### config.mk
export PLATFORM = sky130hd
export DESIGN_NAME = sccb_master_bit_engine_top
export DESIGN_NICKNAME = d
export VERILOG_FILES = /design/src/sccbbe_pkg.sv /design/src/sccb_master_bit_engine_top.sv
export SDC_FILE = /design/constraint.sdc
export NUM_CORES = 1
export LEC_CHECK = 0
export BUFFER_PORTS_ARGS = -buffer_cell sky130_fd_sc_hd__buf_2
export CORE_ASPECT_RATIO = 1.5
export CORE_MARGIN = 1.5
export CORE_UTILIZATION = 55
export DETAILED_ROUTE_END_ITERATION = 16
export GPL_ROUTABILITY_DRIVEN = 0
export PLACE_DENSITY = 0.83
export SETUP_SLACK_MARGIN = 0.1
export SYNTH_ARGS = -nofsm -noshare
export SYNTH_HDL_FRONTEND = slang
export SYNTH_SLANG_ARGS = --single-unit
### constraint.sdc
create_clock -name clock -period 7.6 [get_ports clock]
set_input_delay 1.14 -clock clock [delete_from_list [all_inputs] [get_ports clock]]
set_output_delay 1.14 -clock clock [all_outputs]
set_load 0.01 [all_outputs]
### src/sccbbe_pkg.sv
// ---------------------------------------------------------------------------
// SCCB master bit engine package
// Shared widths, command codes and sequencer state encoding.
// ---------------------------------------------------------------------------
package sccbbe_pkg;

   localparam int OP_W      = 3;
   localparam int BYTE_W    = 8;
   localparam int CNT_W     = 4;
   localparam int REQ_W     = 16;
   localparam int RSP_W     = 16;
   localparam int CSR_IDX_W = 1;

   localparam logic [BYTE_W-1:0] PHASE_RESET  = 8'd4;
   localparam logic [BYTE_W-1:0] SAMPLE_RESET = 8'd2;
   localparam logic [CNT_W-1:0]  BITS_PER_BYTE = 4'd8;

   localparam logic [CSR_IDX_W-1:0] CSR_PHASE  = 1'b0;
   localparam logic [CSR_IDX_W-1:0] CSR_SAMPLE = 1'b1;

   typedef enum logic [OP_W-1:0] {
      OP_NONE  = 3'd0,
      OP_START = 3'd1,
      OP_STOP  = 3'd2,
      OP_WRITE = 3'd3,
      OP_READ  = 3'd4,
      OP_ACK   = 3'd5
   } op_type;

   typedef enum logic [14:0] {
      ST_IDLE    = 15'b000000000000001,
      ST_START1  = 15'b000000000000010,
      ST_START2  = 15'b000000000000100,
      ST_STOP1   = 15'b000000000001000,
      ST_STOP2   = 15'b000000000010000,
      ST_WRISE   = 15'b000000000100000,
      ST_WFALL   = 15'b000000001000000,
      ST_WNEXT   = 15'b000000010000000,
      ST_RRISE   = 15'b000000100000000,
      ST_RSAMPLE = 15'b000001000000000,
      ST_RFALL   = 15'b000010000000000,
      ST_RNEXT   = 15'b000100000000000,
      ST_ARISE   = 15'b001000000000000,
      ST_AFALL   = 15'b010000000000000,
      ST_ADONE   = 15'b100000000000000
   } step_type;

endpackage

### src/sccb_master_bit_engine_top.sv
// ---------------------------------------------------------------------------
// SCCB master bit engine
// Two-wire master line sequencer advanced by one timebase tick per request.
// ---------------------------------------------------------------------------
// Each request on the req_ channel is one tick of a one-microsecond timebase.
// It carries a command (start, stop, write byte, read byte, master ACK),
// which is taken only while the engine is idle, the byte to send and the
// sampled SDA level. Every request gives exactly one response on the rsp_
// channel with the SCL, SDA and SDA-enable levels after that tick, a busy
// flag, the last received byte and a flag marking the tick a read completes.
// Each response is registered as its request is taken. One request is taken in
// every cycle: the sequencer state doubles as the response register, so the
// tick update and the response handover happen on the same clock edge.
// When the receiver stalls, req_tready falls and the response and state hold.
// The csr_ port sets the half-bit phase length and the read sample point;
// write it only while idle. After reset both lines are high and driven, the
// sequencer is idle, the received byte is zero and no response is pending.
// ---------------------------------------------------------------------------
module sccb_master_bit_engine_top
   import sccbbe_pkg::*;
(
   input  logic                 clock,
   input  logic                 reset,
   input  logic                 req_tvalid,
   output logic                 req_tready,
   input  logic [REQ_W-1:0]     req_tdata,   // op[2:0], tx_data[10:3], sda_in[11]
   output logic                 rsp_tvalid,
   input  logic                 rsp_tready,
   output logic [RSP_W-1:0]     rsp_tdata,   // scl[0], sda_out[1], sda_oe[2],
                                             // busy_res[3], rx_data[11:4], rx_valid[12]
   input  logic                 csr_wen,
   input  logic [CSR_IDX_W-1:0] csr_index,
   input  logic [BYTE_W-1:0]    csr_wdata
);

   logic [BYTE_W-1:0] phase_ff, sample_ff;
   logic              scl_ff, scl_in;
   logic              sda_ff, sda_in_lvl;
   logic              drive_ff, drive_in;
   step_type          step_ff, step_in;
   logic [CNT_W-1:0]  bit_ff, bit_in;
   logic [BYTE_W-1:0] wait_ff, wait_in;
   logic [BYTE_W-1:0] shift_ff, shift_in;
   logic [BYTE_W-1:0] rx_hold_ff, rx_hold_in;
   logic              rx_valid_ff, rx_valid_in;
   logic              rsp_valid_ff;

   logic              accept;
   op_type            req_op;
   logic [BYTE_W-1:0] req_tx;
   logic              req_sda;
   logic [BYTE_W-1:0] eff_phase, eff_sample, phase_m1, sample_m1, extra_m1;
   logic [CNT_W-1:0]  bit_inc;

   assign req_op  = op_type'(req_tdata[OP_W-1:0]);
   assign req_tx  = req_tdata[OP_W +: BYTE_W];
   assign req_sda = req_tdata[OP_W+BYTE_W];

   assign req_tready = !rsp_valid_ff || rsp_tready;
   assign accept     = req_tvalid && req_tready;

   assign eff_phase  = (phase_ff == '0) ? BYTE_W'(1) : phase_ff;
   assign eff_sample = (sample_ff == '0) ? BYTE_W'(1) : sample_ff;
   assign phase_m1   = eff_phase - BYTE_W'(1);
   assign sample_m1  = eff_sample - BYTE_W'(1);
   assign extra_m1   = eff_phase - eff_sample - BYTE_W'(1);
   assign bit_inc    = bit_ff + CNT_W'(1);

   always_comb begin
      scl_in      = scl_ff;
      sda_in_lvl  = sda_ff;
      drive_in    = drive_ff;
      step_in     = step_ff;
      bit_in      = bit_ff;
      wait_in     = wait_ff;
      shift_in    = shift_ff;
      rx_hold_in  = rx_hold_ff;
      rx_valid_in = 1'b0;
      if (step_ff == ST_IDLE) begin
         unique case (req_op)
            OP_START: begin
               bit_in = '0; scl_in = 1'b1; sda_in_lvl = 1'b1;
               step_in = ST_START1; wait_in = phase_m1;
            end
            OP_STOP: begin
               bit_in = '0; scl_in = 1'b0; sda_in_lvl = 1'b0;
               step_in = ST_STOP1; wait_in = phase_m1;
            end
            OP_WRITE: begin
               bit_in = '0; scl_in = 1'b0;
               sda_in_lvl = req_tx[BYTE_W-1];
               shift_in = {req_tx[BYTE_W-2:0], 1'b0};
               step_in = ST_WRISE; wait_in = phase_m1;
            end
            OP_READ: begin
               bit_in = '0; drive_in = 1'b0; scl_in = 1'b0; shift_in = '0;
               step_in = ST_RRISE; wait_in = phase_m1;
            end
            OP_ACK: begin
               bit_in = '0; scl_in = 1'b0; sda_in_lvl = 1'b0;
               step_in = ST_ARISE; wait_in = phase_m1;
            end
            default: begin
            end
         endcase
      end else if (wait_ff != '0) begin
         wait_in = wait_ff - BYTE_W'(1);
      end else begin
         unique case (step_ff)
            ST_START1: begin
               sda_in_lvl = 1'b0; step_in = ST_START2; wait_in = phase_m1;
            end
            ST_START2: begin
               scl_in = 1'b0; step_in = ST_IDLE; wait_in = '0;
            end
            ST_STOP1: begin
               scl_in = 1'b1; step_in = ST_STOP2; wait_in = phase_m1;
            end
            ST_STOP2: begin
               sda_in_lvl = 1'b1; step_in = ST_IDLE; wait_in = '0;
            end
            ST_WRISE: begin
               scl_in = 1'b1; step_in = ST_WFALL; wait_in = phase_m1;
            end
            ST_WFALL: begin
               scl_in = 1'b0; step_in = ST_WNEXT; wait_in = phase_m1;
            end
            ST_WNEXT: begin
               bit_in = bit_inc;
               if (bit_inc < BITS_PER_BYTE) begin
                  sda_in_lvl = shift_ff[BYTE_W-1];
                  shift_in = {shift_ff[BYTE_W-2:0], 1'b0};
                  step_in = ST_WRISE; wait_in = phase_m1;
               end else begin
                  step_in = ST_IDLE; wait_in = '0;
               end
            end
            ST_RRISE: begin
               scl_in = 1'b1; step_in = ST_RSAMPLE; wait_in = sample_m1;
            end
            ST_RSAMPLE: begin
               shift_in = {shift_ff[BYTE_W-2:0], req_sda};
               if (eff_phase > eff_sample) begin
                  step_in = ST_RFALL; wait_in = extra_m1;
               end else begin
                  scl_in = 1'b0; step_in = ST_RNEXT; wait_in = phase_m1;
               end
            end
            ST_RFALL: begin
               scl_in = 1'b0; step_in = ST_RNEXT; wait_in = phase_m1;
            end
            ST_RNEXT: begin
               bit_in = bit_inc;
               if (bit_inc < BITS_PER_BYTE) begin
                  scl_in = 1'b1; step_in = ST_RSAMPLE; wait_in = sample_m1;
               end else begin
                  drive_in = 1'b1; rx_hold_in = shift_ff; rx_valid_in = 1'b1;
                  step_in = ST_IDLE; wait_in = '0;
               end
            end
            ST_ARISE: begin
               scl_in = 1'b1; step_in = ST_AFALL; wait_in = phase_m1;
            end
            ST_AFALL: begin
               scl_in = 1'b0; step_in = ST_ADONE; wait_in = phase_m1;
            end
            default: begin
               step_in = ST_IDLE; wait_in = '0;
            end
         endcase
      end
   end

   always_ff @(posedge clock) begin
      if (reset) begin
         phase_ff  <= PHASE_RESET;
         sample_ff <= SAMPLE_RESET;
      end else if (csr_wen) begin
         unique case (csr_index)
            CSR_PHASE:  phase_ff  <= csr_wdata;
            CSR_SAMPLE: sample_ff <= csr_wdata;
            default: begin
            end
         endcase
      end
   end

   always_ff @(posedge clock) begin
      if (reset) begin
         scl_ff       <= 1'b1;
         sda_ff       <= 1'b1;
         drive_ff     <= 1'b1;
         step_ff      <= ST_IDLE;
         bit_ff       <= '0;
         wait_ff      <= '0;
         shift_ff     <= '0;
         rx_hold_ff   <= '0;
         rx_valid_ff  <= 1'b0;
         rsp_valid_ff <= 1'b0;
      end else begin
         if (accept) begin
            scl_ff      <= scl_in;
            sda_ff      <= sda_in_lvl;
            drive_ff    <= drive_in;
            step_ff     <= step_in;
            bit_ff      <= bit_in;
            wait_ff     <= wait_in;
            shift_ff    <= shift_in;
            rx_hold_ff  <= rx_hold_in;
            rx_valid_ff <= rx_valid_in;
         end
         if (accept) begin
            rsp_valid_ff <= 1'b1;
         end else if (rsp_tready) begin
            rsp_valid_ff <= 1'b0;
         end
      end
   end

   assign rsp_tvalid = rsp_valid_ff;
   assign rsp_tdata  = {3'b000, rx_valid_ff, rx_hold_ff, (step_ff != ST_IDLE),
                        drive_ff, sda_ff, scl_ff};

   a_idle_no_wait: assert property (@(posedge clock) disable iff (reset)
      (step_ff == ST_IDLE) |-> (wait_ff == '0))
      else $error("wait counter left running while idle");

   a_release_in_read: assert property (@(posedge clock) disable iff (reset)
      !drive_ff |-> (step_ff == ST_RRISE || step_ff == ST_RSAMPLE ||
                     step_ff == ST_RFALL || step_ff == ST_RNEXT))
      else $error("SDA released outside a read");

   a_rx_done_idle: assert property (@(posedge clock) disable iff (reset)
      rx_valid_ff |-> (step_ff == ST_IDLE && drive_ff))
      else $error("read completion while sequence still running");

   a_reset_clean: assert property (@(posedge clock)
      reset |=> (!rsp_valid_ff && step_ff == ST_IDLE && scl_ff && sda_ff))
      else $error("engine not idle with lines high after reset");

endmodule

* Yosys cells after proc, flatten, opt, wreduce, memory -nomap -nowiden
Index checks and enable logic that the tools add are counted.
** Storage, ports and cells
- Register bits after elaboration :: 64
- Input port bits :: 30
- Output and inout port bits :: 18
- Logic and storage cells :: 131
** Operators by class
- Add/sub/neg operators :: 6
- $lt $le $gt $ge :: 2
- Equal/unequal tests :: 31
- Mux-type cells :: 47
- Bitwise gates (word level) :: 4
- Reduce and logical (&&, ||, !) cells :: 29
** Operator list (number)
- $pmux W15 S11 :: 1
- $mux W8 :: 11
- $pmux W15 S5 :: 1
- $pmux W8 S5 :: 1
- $pmux W8 S2 :: 2
- $sub A8 B1 Y8 const B :: 4
- $mux W15 :: 2
- $reduce_and A5 Y1 :: 4
- $mux W1 :: 18
- $logic_not A8 Y1 :: 2
- $mux W4 :: 4
- $eq A15 B1 Y1 const B :: 1
- $eq A15 B10 Y1 const B :: 1
- $eq A15 B11 Y1 const B :: 1
- $eq A15 B12 Y1 const B :: 1
- $eq A15 B13 Y1 const B :: 1
- $eq A15 B14 Y1 const B :: 1
- $eq A15 B2 Y1 const B :: 1
- $eq A15 B3 Y1 const B :: 1
- $eq A15 B4 Y1 const B :: 1
- $eq A15 B5 Y1 const B :: 1
- $eq A15 B6 Y1 const B :: 1
- $eq A15 B7 Y1 const B :: 1
- $eq A15 B8 Y1 const B :: 1
- other kinds (39) :: 56

* Longest topological paths before layout
- Word-level depth :: 8
- Mapped depth :: 15
- Depth with buffers taken out :: 14

* Worst setup path before layout
No wires, ideal clock.
- Kind :: register to register
- Start point :: register phase_ff[2]
- End point :: register wait_ff[2]
- Library setup time :: 143 ps
- Arrival time :: 2642 ps
- Data required time :: 7457 ps
- Setup slack :: 4815 ps
- Stages on the path, launching flop included :: 14
- Buffers on the path :: 1
- Period minus slack after synthesis :: 2785 ps
- Cells stage by stage :: dfxtp_1 -> clkbuf_1 -> nor4_1 -> nand2_1 -> nor2_1 -> nor2_1 -> ha_1 -> nor2b_1 -> o21bai_1 -> a21oi_1 -> o31ai_1 -> a2111o_1 -> a222oi_1 -> o22ai_1
** On the way
- Cells in the longest elaborated chain, start to end :: 8
- Elaborated cells between the ends (all ways) :: 12
- Those cells by class :: 3 x add/sub; 1 x order compare; 7 x mux; 1 x reduce/logical
** Ends and longest elaborated chain
- from (decl) :: RTL line sccb_master_bit_engine_top.sv:36 : logic [BYTE_W-1:0] phase_ff, sample_ff;
- from (signal assigned) :: RTL line sccb_master_bit_engine_top.sv:180 : CSR_PHASE: phase_ff <= csr_wdata;
- $logic_not A8 Y1 :: RTL line sccb_master_bit_engine_top.sv:62 : assign eff_phase = (phase_ff == '0) ? BYTE_W'(1) : phase_ff;
- $mux W8 (*) :: RTL line sccb_master_bit_engine_top.sv:62
- $sub A8 B8 Y8 :: RTL line sccb_master_bit_engine_top.sv:66 : assign extra_m1 = eff_phase - eff_sample - BYTE_W'(1);
- $sub A8 B1 Y8 :: RTL line sccb_master_bit_engine_top.sv:66
- $mux W8 :: RTL line sccb_master_bit_engine_top.sv:143 : if (eff_phase > eff_sample) begin
- $pmux W8 S5 :: RTL line sccb_master_bit_engine_top.sv:109 : unique case (step_ff)
- $mux W8 :: RTL line sccb_master_bit_engine_top.sv:106 : end else if (wait_ff != '0) begin
- $mux W8 (*) :: RTL line sccb_master_bit_engine_top.sv:79 : if (step_ff == ST_IDLE) begin
- to (signal assigned) :: RTL line sccb_master_bit_engine_top.sv:207 : wait_ff <= wait_in;
- to (decl) :: RTL line sccb_master_bit_engine_top.sv:42 : logic [BYTE_W-1:0] wait_ff, wait_in;
Mark *: on every way between the ends. The rest lies on a longest branch, timed or not. The select of a mux whose other input is x is not followed.
A chain may end at the register's enable or synchronous reset.

* Worst setup path after layout
- Start point :: register step_ff[8]
- End point :: output port rsp_tdata[3]
** On the way
- Cells in the longest elaborated chain, start to end :: 1
** Ends and longest elaborated chain
- from (decl) :: RTL line sccb_master_bit_engine_top.sv:40 : step_type step_ff, step_in;
- from (signal assigned) :: RTL line sccb_master_bit_engine_top.sv:205 : step_ff <= step_in;
- $ne A15 B1 Y1 :: RTL line sccb_master_bit_engine_top.sv:221 : assign rsp_tdata = {3'b000, rx_valid_ff, rx_hold_ff, (step_ff != ST_IDLE),
- to (decl) :: RTL line sccb_master_bit_engine_top.sv:29 : output logic [RSP_W-1:0] rsp_tdata,
No other way between the ends.

==> metrics.yaml <==
run_status:
  status: "finished, final reports clean"
sta:
  hold_violations: 0
  worstMarginPinSlew_ns: 0.985
  setup_viol: 0
  fin_skew_ns: 0.0118
  max_freq_mhz: 254
  slew_headroom_pct: 34.3
  fin_crit_sh_pct: 51.8
  setup_tns_ns: 0
  timing.hold.ws_ns: 0.465
  drv_slew: 0
  min_period_ns: 3.93
  grt_setup_unrepaired: "false"
finish:
  syn_to_final_growth_pct: 8.58
  nets: 608
  n_antenna_cell: 0
  utilization_pct: 62.2
  design_area_um2: 4530
  drive_gt1_share_pct: 12.3
  nFillCells: 645
floorplanning:
  coreArea_um2: 7270
  rows: 38
  die_area_um2: 8120
  die_h_um: 110
  ios: 48
  die_w_um: 74.1
  start_util_pct: 57.3
grt:
  overflow: 0
  grt_first_pass_wirelength_um: 18000
  grtUsageMet2_pct: 49.4
  grt_max_degree: 67
  antenna_found_initial: 0
  grt.busiest_layer: "met2"
  grt_pass1_vias: 3931
  grtUsageMet1_pct: 30.4
  track_usage_pct: 29.3
  use_met3_pct: 7.70
setup_path:
  crit_arrival_ns: 2.79
  critPathTopFamily: "simple AND/OR/NAND/NOR gates"
  cp_max_fo: 13
  required_ns: 6.46
  criticalPathCategory: "reg -> out"
  end_kind: "primary output"
  path_buf_inv: 2
  critical_path.max_stage_delay_ns: 0.71
  cp_slowest_cell: "nor2b_1"
  cp-start-kind: "register"
  cp.depth: 5
  r2r_cells: 7
  cp_cell_sequence: "nor4_2 > nand4_1 > nor2b_1 > inv_1 > buf_2"
detailed_routing:
  viasPerCell: 6.29
  finalWirelength_um: 11200
  antenna_left: 0
  vias: 4201
  drc: 0
  avgRoutedWirePerCell_um: 16.8
  drt_pass1_iterations: 6
  drt_iter0_markers: 347
clock_tree:
  ctsHoldBuffers: 0
  cts_buffer_depth: 2
  htree_levels: 3
  cts_resized: 0
  post_cts.repair.setup_buffers: 0
  clk_latency_ns: 0.37
  cts_buffers: 9
  path_clk_slew_ns: 0.08
  cts_root_buffer: "clkbuf_8"
  clock_sinks: 64
  cts_tree: "done"
logic_synthesis:
  synth-async-reset-ratio_pct: 0
  ys.flop_type: "dfxtp_1"
  yosysUniqueCellTypes: 66
  synth.avg_cell_area_um2: 7.54
  netlist_instances: 553
  yosys-top-cells-area: "dfxtp_1 31%, nand2_1 7.1%, a21oi_1 6.7%"
  synth_edf_count: 0
  seq_area_frac_synth_pct: 30.7
  yosys_warnings: 0
  synth_top_area_share_pct: 30.7
  yosysMostFrequentCell: "nand2_1"
  syn_area_um2: 4170
  synth_seq_cells: 64
  synthTopCellsByCount: "79 x nand2_1, 64 x dfxtp_1, 56 x a21oi_1"
  yosysTopAreaCell: "dfxtp_1"
worst_hold_path:
  hold_path_depth: 2
  hold_class: "reg -> reg"
power_and_ir_drop:
  finalPower_w: 0.00146
  ir_drop_v: 0.000235
  power_per_cell_area_nw_per_um2: 323
  p_leak_nw: 1.78
placed_design:
  dpl-instance-area_um2: 4300
  hpwl_um: 8100
  io_buffers: 40
job:
  max-cap-violations: 0
-- placed cells by master (no fill, tap or decap), types with 9 or more instances in the layout --
master / count
nor2_1: 49
buf_2: 40
nand3_1: 26
a21oi_1: 56
nor2b_1: 9
dfxtp_1: 64
nor3_1: 18
o21ai_0: 12
xnor2_1: 14
ha_1: 14
nand2_1: 79
a311oi_1: 11
mux2i_1: 9
inv_1: 20
clkbuf_8: 10
-- area by class of cell --
type | instances | area (µm²) | share of cell area (%)
Clock inverter | 6 | 92.6 | 2.04
Inverter | 20 | 75.1 | 1.66
Sequential cell | 64 | 1280 | 28.3
Clock buffer | 10 | 138 | 3.04
Multi-Input combinational cell | 426 | 2600 | 57.4
Timing Repair Buffer | 42 | 215 | 4.75
Tap cell | 100 | 125 | 2.76
-- kinds of logic (layout without fill, tap and decap cells) --
| logic type | count (synthesis) | count (layout) | share of synthesized area, % |
|---|---|---|---|
| AO/OA/AOI/OAI | 141 | 141 | 22.2 |
| XOR/XNOR | 21 | 21 | 4.41 |
| adder cells (fa/ha/maj) | 15 | 15 | 4.68 |
| buffers and inverters | 65 | 78 | 7.08 |
| flip-flops | 64 | 64 | 30.7 |
| multiplexers | 10 | 10 | 2.43 |
| other | 1 | 3 | 0.0899 |
| AND/OR/NAND/NOR | 236 | 236 | 28.4 |
-- stage by stage --
step                std cells  worst slack, ns
global route              668             3.34
global placement          652             4.13
floorplan                 555             4.82
CTS                       668             3.74
detailed placement        652             4.01
finish                    668             3.67
-- metal layers --
layer	vias to the layer above	routed length [µm]	share of wire (%)
met5	-	0	0
met1	1928	4170	37
met2	194	5620	50
met3	65	612	5.5
li1	2014	-	-
met4	0	816	7.3
-- worst paths after layout --
| kind | from | end | slack [ns] |
|---|---|---|---|
| setup / recovery | step_ff[8] | rsp_tdata[3] | 3.67 |
| hold / removal | rx_valid_ff | rx_valid_ff | 0.47 |
| setup reg to reg | step_ff[8] | bit_ff[3] | 3.91 |
| hold reg to reg | rx_valid_ff | rx_valid_ff | 0.47 |
-- worst register-to-register path, cell delays in order, from the launching register on --
cell	delay (ns)
dfxtp_1	0.37
nor4_2	0.64
and4_1	0.76
nand2_1	0.15
a21oi_1	0.82
nand2_1	0.26
or4_1	0.47
a21oi_1	0.15
-- power by group --
part,internal (W),switching (W)
registers,0.000377,0.0000533
clock network,0.000194,0.000146
logic,0.000245,0.000449
-- flip-flops by register name, indices dropped and copies added, names as in the netlist --
register / flops
step_ff: 15
phase_ff: 8
rx_hold_ff: 8
sample_ff: 8
shift_ff: 8
wait_ff: 8
bit_ff: 4
drive_ff: 1
rsp_tvalid: 1
rx_valid_ff: 1
scl_ff: 1
sda_ff: 1
Note: power is estimated with default switching activity, not from simulation.
